<file path="config.mk">
export PLATFORM = sky130hd
export DESIGN_NAME = buzzer_pattern_sequencer
export DESIGN_NICKNAME = d
export VERILOG_FILES = /design/src/bps_pkg.sv /design/src/buzzer_pattern_sequencer.sv
export SDC_FILE = /design/constraint.sdc
export NUM_CORES = 1
export LEC_CHECK = 0
export BUFFER_PORTS_ARGS = -buffer_cell sky130_fd_sc_hd__buf_2
export CAP_MARGIN = 15
export CORE_ASPECT_RATIO = 1.5
export CORE_MARGIN = 1
export CORE_UTILIZATION = 60
export CTS_BUF_LIST = sky130_fd_sc_hd__clkbuf_8
export DETAILED_ROUTE_END_ITERATION = 16
export GPL_TIMING_DRIVEN = 0
export PLACE_DENSITY = 0.79
export SETUP_SLACK_MARGIN = 0.3
export SLEW_MARGIN = 20
export SYNTH_ARGS = -nofsm -noshare
export SYNTH_HDL_FRONTEND = slang
export SYNTH_SLANG_ARGS = --single-unit
</file>
<file path="constraint.sdc">
create_clock -name clk_i -period 13.2 [get_ports clk_i]
set_input_delay 3.3 -clock clk_i [delete_from_list [all_inputs] [get_ports clk_i]]
set_output_delay 3.3 -clock clk_i [all_outputs]
set_load 0.01 [all_outputs]
</file>
<file path="src/bps_pkg.sv">
`timescale 1ns / 1ps
// ----------------------------------------------------------------------------
// bps_pkg
// Shared types and constants of the buzzer pattern sequencer.
// ----------------------------------------------------------------------------
package bps_pkg;

  localparam int unsigned PatternDepth = 16;
  localparam int unsigned TimeWidthDef = 16;
  localparam int unsigned IdxWidth     = $clog2(PatternDepth);
  localparam int unsigned MsWidth      = 16;
  localparam int unsigned CountWidth   = 8;
  localparam int unsigned LenWidth     = 5;
  localparam int unsigned CfgIdxWidth  = 3;
  localparam int unsigned CfgWidth     = 16;

  localparam logic [MsWidth-1:0] BeepMsReset = 16'd100;

  typedef enum logic [1:0] {
    MODE_OFF     = 2'd0,
    MODE_ON      = 2'd1,
    MODE_BEEP    = 2'd2,
    MODE_PATTERN = 2'd3
  } mode_e;

  typedef enum logic [2:0] {
    ACT_TICK          = 3'd0,
    ACT_START_ON      = 3'd1,
    ACT_START_BEEP    = 3'd2,
    ACT_START_PATTERN = 3'd3,
    ACT_WRITE_ENTRY   = 3'd4,
    ACT_STOP          = 3'd5
  } action_e;

  typedef enum logic [CfgIdxWidth-1:0] {
    CFG_SINGLE_ON_MS   = 3'd0,
    CFG_BEEP_ON_MS     = 3'd1,
    CFG_BEEP_OFF_MS    = 3'd2,
    CFG_BEEP_TOTAL     = 3'd3,
    CFG_PATTERN_LENGTH = 3'd4
  } cfg_idx_e;

  // result item, buzzer_level in the lowest bit
  typedef struct packed {
    mode_e mode;
    logic  level_changed;
    logic  buzzer_level;
  } result_t;

endpackage

</file>
<file path="src/buzzer_pattern_sequencer.sv">
`timescale 1ns / 1ps
// ----------------------------------------------------------------------------
// buzzer_pattern_sequencer
// Buzzer drive sequencer with off, one-shot, beeping and stored pattern modes,
// stepped by tick and command items, one result item per input item.
// ----------------------------------------------------------------------------
//  channel   dir  handshake                 payload
//  s_axis    in   s_axis_tvalid/tready      tuser action, tdata index and time
//  m_axis    out  m_axis_tvalid/tready      tdata level, changed, mode
//  cfg       in   cfg_we_i                  cfg_idx_i, cfg_data_i
//
//  one item per cycle while the input is not stalled: the whole state update is
//  one pass of logic from the accepted item into the state and result registers
//  a two-entry output buffer (result register plus skid) lets an item be
//  taken while one result waits; input stalls only when both are full
//  reset clears control state and registers; the pattern table is not reset
// ----------------------------------------------------------------------------
module buzzer_pattern_sequencer
  import bps_pkg::*;
#(
  parameter int unsigned TIME_WIDTH = TimeWidthDef
) (
  input  logic                   clk_i,
  input  logic                   rst_ni,
  input  logic                   cfg_we_i,
  input  logic [CfgIdxWidth-1:0] cfg_idx_i,
  input  logic [CfgWidth-1:0]    cfg_data_i,
  input  logic                   s_axis_tvalid,
  output logic                   s_axis_tready,
  input  logic [23:0]            s_axis_tdata,  // entry_index[3:0], entry_time[19:4]
  input  logic [2:0]             s_axis_tuser,  // action[2:0]
  output logic                   m_axis_tvalid,
  input  logic                   m_axis_tready,
  output logic [7:0]             m_axis_tdata   // buzzer_level[0], level_changed[1], mode[3:2]
);

  localparam int unsigned CmpWidth = (TIME_WIDTH > MsWidth) ? TIME_WIDTH : MsWidth;

  // configuration registers
  logic [MsWidth-1:0]    single_on_q, beep_on_q, beep_off_q;
  logic [CountWidth-1:0] beep_total_q;
  logic [LenWidth-1:0]   pat_len_q;

  // sequencer state
  mode_e                 mode_q, mode_d;
  logic                  level_q, level_d;
  logic [TIME_WIDTH-1:0] elapsed_q, elapsed_d;
  logic [CountWidth-1:0] beeps_q, beeps_d;
  logic [IdxWidth-1:0]   idx_q, idx_d;
  logic [MsWidth-1:0]    table_q [PatternDepth];

  // output buffer
  logic    o_valid_q, o_valid_d, k_valid_q, k_valid_d;
  result_t o_data_q, o_data_d, k_data_q, k_data_d;

  logic                  push, pop, changed, table_we;
  action_e               action;
  logic [IdxWidth-1:0]   entry_idx;
  logic [MsWidth-1:0]    entry_time;
  logic [TIME_WIDTH-1:0] elapsed_inc;
  logic [MsWidth-1:0]    limit;
  logic [CmpWidth-1:0]   el_ext, lim_ext;
  logic [CountWidth-1:0] beeps_inc;
  logic [LenWidth-1:0]   len_eff, idx_plus;
  result_t               res;

  assign action     = action_e'(s_axis_tuser);
  assign entry_idx  = s_axis_tdata[IdxWidth-1:0];
  assign entry_time = s_axis_tdata[IdxWidth +: MsWidth];

  assign s_axis_tready = !k_valid_q;
  assign push          = s_axis_tvalid && s_axis_tready;
  assign pop           = o_valid_q && m_axis_tready;

  always_ff @(posedge clk_i or negedge rst_ni) begin
    if (!rst_ni) begin
      single_on_q  <= '0;
      beep_on_q    <= BeepMsReset;
      beep_off_q   <= BeepMsReset;
      beep_total_q <= '0;
      pat_len_q    <= '0;
    end else if (cfg_we_i) begin
      case (cfg_idx_i)
        CFG_SINGLE_ON_MS:   single_on_q  <= cfg_data_i;
        CFG_BEEP_ON_MS:     beep_on_q    <= cfg_data_i;
        CFG_BEEP_OFF_MS:    beep_off_q   <= cfg_data_i;
        CFG_BEEP_TOTAL:     beep_total_q <= cfg_data_i[CountWidth-1:0];
        CFG_PATTERN_LENGTH: pat_len_q    <= cfg_data_i[LenWidth-1:0];
        default: ;
      endcase
    end
  end

  // shared helpers of the tick step
  assign elapsed_inc = (elapsed_q != '1) ? elapsed_q + TIME_WIDTH'(1) : elapsed_q;
  assign beeps_inc   = (beeps_q != '1) ? beeps_q + CountWidth'(1) : beeps_q;
  assign len_eff     = (pat_len_q > LenWidth'(PatternDepth)) ? LenWidth'(PatternDepth)
                                                              : pat_len_q;
  assign idx_plus    = LenWidth'(idx_q) + LenWidth'(1);

  always_comb begin
    case (mode_q)
      MODE_ON:      limit = single_on_q;
      MODE_BEEP:    limit = level_q ? beep_on_q : beep_off_q;
      MODE_PATTERN: limit = table_q[idx_q];
      default:      limit = '0;
    endcase
  end

  assign el_ext  = CmpWidth'(elapsed_inc);
  assign lim_ext = CmpWidth'(limit);

  always_comb begin
    mode_d    = mode_q;
    level_d   = level_q;
    elapsed_d = elapsed_q;
    beeps_d   = beeps_q;
    idx_d     = idx_q;
    changed   = 1'b0;
    table_we  = 1'b0;
    if (push) begin
      case (action)
        ACT_TICK: begin
          elapsed_d = elapsed_inc;
          if (mode_q != MODE_OFF && el_ext >= lim_ext) begin
            changed = 1'b1;
            case (mode_q)
              MODE_ON: begin
                mode_d  = MODE_OFF;
                level_d = 1'b0;
              end
              MODE_BEEP: begin
                level_d   = !level_q;
                elapsed_d = '0;
                if (level_q) begin
                  if (beeps_inc >= beep_total_q) begin
                    mode_d  = MODE_OFF;
                    beeps_d = '0;
                  end else begin
                    beeps_d = beeps_inc;
                  end
                end
              end
              MODE_PATTERN: begin
                level_d   = !level_q;
                elapsed_d = '0;
                if (len_eff == '0) begin
                  idx_d   = '0;
                  mode_d  = MODE_OFF;
                  level_d = 1'b0;
                end else begin
                  idx_d = (idx_plus >= len_eff) ? '0 : idx_plus[IdxWidth-1:0];
                  if (idx_plus >= len_eff && level_q) begin
                    mode_d  = MODE_OFF;
                    level_d = 1'b0;
                  end
                end
              end
              default: ;
            endcase
          end
        end
        ACT_START_ON: begin
          mode_d    = MODE_ON;
          level_d   = 1'b1;
          elapsed_d = '0;
          changed   = 1'b1;
        end
        ACT_START_BEEP: begin
          beeps_d   = '0;
          mode_d    = MODE_BEEP;
          level_d   = 1'b0;
          elapsed_d = '0;
          changed   = 1'b1;
        end
        ACT_START_PATTERN: begin
          idx_d     = '0;
          mode_d    = MODE_PATTERN;
          level_d   = 1'b0;
          elapsed_d = '0;
          changed   = 1'b1;
        end
        ACT_WRITE_ENTRY: table_we = 1'b1;
        ACT_STOP: begin
          mode_d  = MODE_OFF;
          level_d = 1'b0;
          changed = 1'b1;
        end
        default: ;
      endcase
    end
  end

  always_ff @(posedge clk_i or negedge rst_ni) begin
    if (!rst_ni) begin
      mode_q <= MODE_OFF;
    end else begin
      mode_q <= mode_d;
    end
  end

  always_ff @(posedge clk_i or negedge rst_ni) begin
    if (!rst_ni) begin
      level_q   <= 1'b0;
      elapsed_q <= '0;
      beeps_q   <= '0;
      idx_q     <= '0;
    end else begin
      level_q   <= level_d;
      elapsed_q <= elapsed_d;
      beeps_q   <= beeps_d;
      idx_q     <= idx_d;
    end
  end

  always_ff @(posedge clk_i) begin
    if (table_we) begin
      table_q[entry_idx] <= entry_time;
    end
  end

  // result of the accepted item, taken after the update
  assign res.mode          = mode_d;
  assign res.level_changed = changed;
  assign res.buzzer_level  = level_d;

  always_comb begin
    o_valid_d = o_valid_q;
    o_data_d  = o_data_q;
    k_valid_d = k_valid_q;
    k_data_d  = k_data_q;
    if (!o_valid_q || pop) begin
      o_valid_d = k_valid_q || push;
      o_data_d  = k_valid_q ? k_data_q : res;
      k_valid_d = 1'b0;
    end else if (push) begin
      k_valid_d = 1'b1;
      k_data_d  = res;
    end
  end

  always_ff @(posedge clk_i or negedge rst_ni) begin
    if (!rst_ni) begin
      o_valid_q <= 1'b0;
      k_valid_q <= 1'b0;
    end else begin
      o_valid_q <= o_valid_d;
      k_valid_q <= k_valid_d;
    end
  end

  always_ff @(posedge clk_i) begin
    o_data_q <= o_data_d;
    k_data_q <= k_data_d;
  end

  assign m_axis_tvalid = o_valid_q;
  assign m_axis_tdata  = {4'b0000, o_data_q};

`ifndef SYNTHESIS
  // skid entry is only in use behind a held result
  a_skid_behind_out: assert property (@(posedge clk_i) disable iff (!rst_ni)
    k_valid_q |-> o_valid_q)
    else $error("skid entry valid without result register valid");

  // the block never rests off with the buzzer sounding
  a_off_is_low: assert property (@(posedge clk_i) disable iff (!rst_ni)
    (mode_q == MODE_OFF) |-> !level_q)
    else $error("level high in off mode");

  // one-shot mode never lowers the level while it lasts, so the level stays high
  a_on_is_high: assert property (@(posedge clk_i) disable iff (!rst_ni)
    (mode_q == MODE_ON) |-> level_q)
    else $error("level low in one-shot mode");

  // a beep start clears the count and begins in the low phase
  a_beep_start: assert property (@(posedge clk_i) disable iff (!rst_ni)
    (push && action == ACT_START_BEEP) |=>
      (mode_q == MODE_BEEP && beeps_q == '0 && !level_q && elapsed_q == '0))
    else $error("beep start did not set up the beep state");
`endif

endmodule

</file>
==> impl_metrics.ini <==
[run_status]
status = finished, final reports clean

[logic_synthesis]
ys_seq_area_frac = 0.648
syn_inst = 955
synth_edf_count = 264
synth-simple-area-share = 0.0558
synth_top_area_frac = 0.499
yosysTopAreaCell = edfxtp_1
synth_area_leaders = edfxtp_1 50%, dfrtp_1 14%, mux4_2 11%
synth_top_family_by_area = multiplexers
synth.area.mux_share = 0.184
synth-seq-cells = 358
synth_area_per_cell_sq_um = 16.6
synth_compound_area_frac = 0.0566
ys.flop_type = edfxtp_1
synthAdderAreaFrac = 0.0252
syn_area_sq_um = 15900
async_flop_share = 0.263
yosysWarnings = 0
synthDistinctLibCells = 65
synth_xor_xnor_area_share = 0.00827

[sta]
slew_viol_final = 0
finalClockSkew_ns = 0.0185
final-hold-violation-count = 0
setup_violations = 0
clock.fmax_ghz = 0.186
tightest_slew_ns = 1.08
fin_crit_ns = 5.37
period_share = 0.407
rsz0062_at_grt = false
setup_tns_ns = 0
setup_slack_ns = 7.83
slew_headroom = 0.281

[placed_design]
dp.cells = 1360
place.gp.congestion = 0.911
post-place-ws_ns = 7.29
dp_hpwl_um = 23600
io_buffers = 52

[floorplan]
initial_core_util = 0.614
num_rows = 72
core-area_sq_um = 25900
die_height_um = 201
dieArea_sq_um = 27100
ioPinCount = 61
dieWidth_um = 135

[route]
wl_um = 33800
detail-route-antenna-nets = 0
wl_per_cell_um = 23.3
vias_per_cell = 6.16
vias = 8949
firstDrtPassIters = 5
drc = 0
drtIter0Drc = 610

[clocking]
numCtsBuffers = 52
post_cts_buffers = 0
clk_path_buf_depth = 3
cts_tree = built
clk_pin_slew_ns = 0.06
root_buffer = clkbuf_8
cts_sinks = 358
hold_buffers = 0
cts_resized = 0
cts_max_level = 2
clk_latency_ns = 0.59

[global_routing]
grt_pass1_vias = 9339
grt_max_degree = 57
grt-ovfl-total = 0
antenna_found_initial = 1
grt_pass1_wl_um = 52300
grt_usage = 0.263

[setup_path]
cp-start-kind = primary input
criticalPathCategory = primary input to register
critical_path.max_fanout = 7
crit_path_end_kind = register
critical_path_required_ns = 13.48
cp.arrival_ns = 5.65

[finish]
drive_above_1_share = 0.309
n_antenna_cell = 0
synthToLayoutAreaGrowth_pct = 12.0
nNetsFinal = 1164
post-route-util = 0.688
multi_input_area_sq_um = 5330
n_fill_cell = 1719
final-instance-count-excl-fill = 1452
regArea_sq_um = 10300

[run]
cap_violations = 0

[pwr]
power_mw = 2.84
p_per_area_nw_per_um2 = 159
peakVddDrop_mv = 0.113
power_leakage_nw = 6.41

[min_path]
hp-class = register to register
-- metrics by stage --
stage | hold slack [ns] | area (sq um)
finish | 0.505 | 17800
global placement | 0.485 | 16600
detailed placement | 0.494 | 16900
floorplan | 0.475 | 15900
CTS | 0.507 | 17800
global route | 0.518 | 17800
-- report_power, final --
| group | leakage (nW) | switching, mW | internal, mW |
|---|---|---|---|
| sequential | 3.55 | 0.0363 | 1.27 |
| combinational | 2.30 | 0.364 | 0.370 |
| clock | 0.554 | 0.397 | 0.396 |
| total | 6.41 | 0.797 | 2.04 |
-- final cells by class --
type                    instances  area share
well taps                     333      0.0234
flip-flops and latches        358       0.579
inverters                      23     0.00486
clock inverters                38     0.00992
multi-input cells             530       0.300
repair buffers                 69      0.0271
clock buffers                  54      0.0418
plain buffers                  47      0.0144
-- state kept, by name (all words and copies together) (netlist names), 5 cells and up --
signal and cells:
table_q 256, pat_len_q 5, beeps_q 8, single_on_q 16
elapsed_q 16, beep_total_q 8, beep_on_q 16, beep_off_q 16
-- cells by family after synthesis --
logic type,after synthesis
simple gates,177
xor+xnor,15
compound gates,125
buf+inv,70
fa+ha+maj,32
other cells,1
flops,358
mux,177
-- cell usage in the layout (no fill, tap or decap), types with 15 or more instances in the layout --
cell	instances
edfxtp_1	264
dfrtp_1	88
ha_1	32
mux2_2	68
nand3_1	21
a21oi_2	15
mux2i_1	17
buf_2	61
mux4_2	77
clkbuf_8	54
inv_1	45
nor3_1	19
a21oi_1	25
nand2_1	42
clkbuf_1	19
nor2_1	26
-- layer usage --
metal  up-vias  GRT usage  routed length [um]
met3        95     0.0464                1820
met4         2      0.129                1470
met5         -          0                  10
li1       4026          -                   -
met1      4506      0.306               12400
met2       320      0.466               18100
-- synth_stat cells, drive strengths merged, types with 2 or more instances --
| cell | instances |
|---|---|
| and2 | 4 |
| a31oi | 14 |
| a22o | 6 |
| o22a | 3 |
| o31ai | 7 |
| o21a | 9 |
| nand2 | 42 |
| inv | 22 |
| clkbuf | 19 |
| o41ai | 2 |
| nor2b | 6 |
| o21ai | 14 |
| buf | 28 |
| nor3 | 24 |
| nand3 | 21 |
| and3 | 4 |
| a211o | 3 |
| nand4 | 9 |
| mux2 | 80 |
| a32o | 2 |
| or3 | 3 |
| a41oi | 3 |
| and4 | 5 |
| mux2i | 17 |
| dfstp | 6 |
| nand3b | 2 |
| o211ai | 5 |
| nor3b | 3 |
| ha | 32 |
| xnor2 | 11 |
| dfrtp | 88 |
| a21o | 7 |
| mux4 | 80 |
| nand2b | 11 |
| a21oi | 40 |
| edfxtp | 264 |
| xor2 | 4 |
| nor2 | 38 |
| a2111oi | 2 |
-- path summary, 6_finish.rpt --
check,slack [ns],start,cells past startpoint,to
hold reg to reg,0.50,single_on_q[4]$_DFFE_PN0P_,1,single_on_q[4]$_DFFE_PN0P_
setup / recovery,7.83,s_axis_tuser[0],7,table_q[0][11]$_DFFE_PP_
max in group asynchronous,9.92,rst_ni,2,beep_on_q[6]$_DFFE_PN1P_
setup reg to reg,7.83,idx_q[1]$_DFFE_PN0P_,13,idx_q[0]$_DFFE_PN0P_
min in group asynchronous,2.62,rst_ni,1,beeps_q[2]$_DFFE_PN0P_
hold / removal,0.50,single_on_q[4]$_DFFE_PN0P_,1,single_on_q[4]$_DFFE_PN0P_
-- worst max-delay path, stage by stage --
cell and delay, ns:
buf_2 0.15, nor2_1 0.31, nand3_1 0.32, or3_1 0.55, nor3_2 0.56, buf_6 0.23, buf_4 0.21
Power figures use the tool's default switching activity.
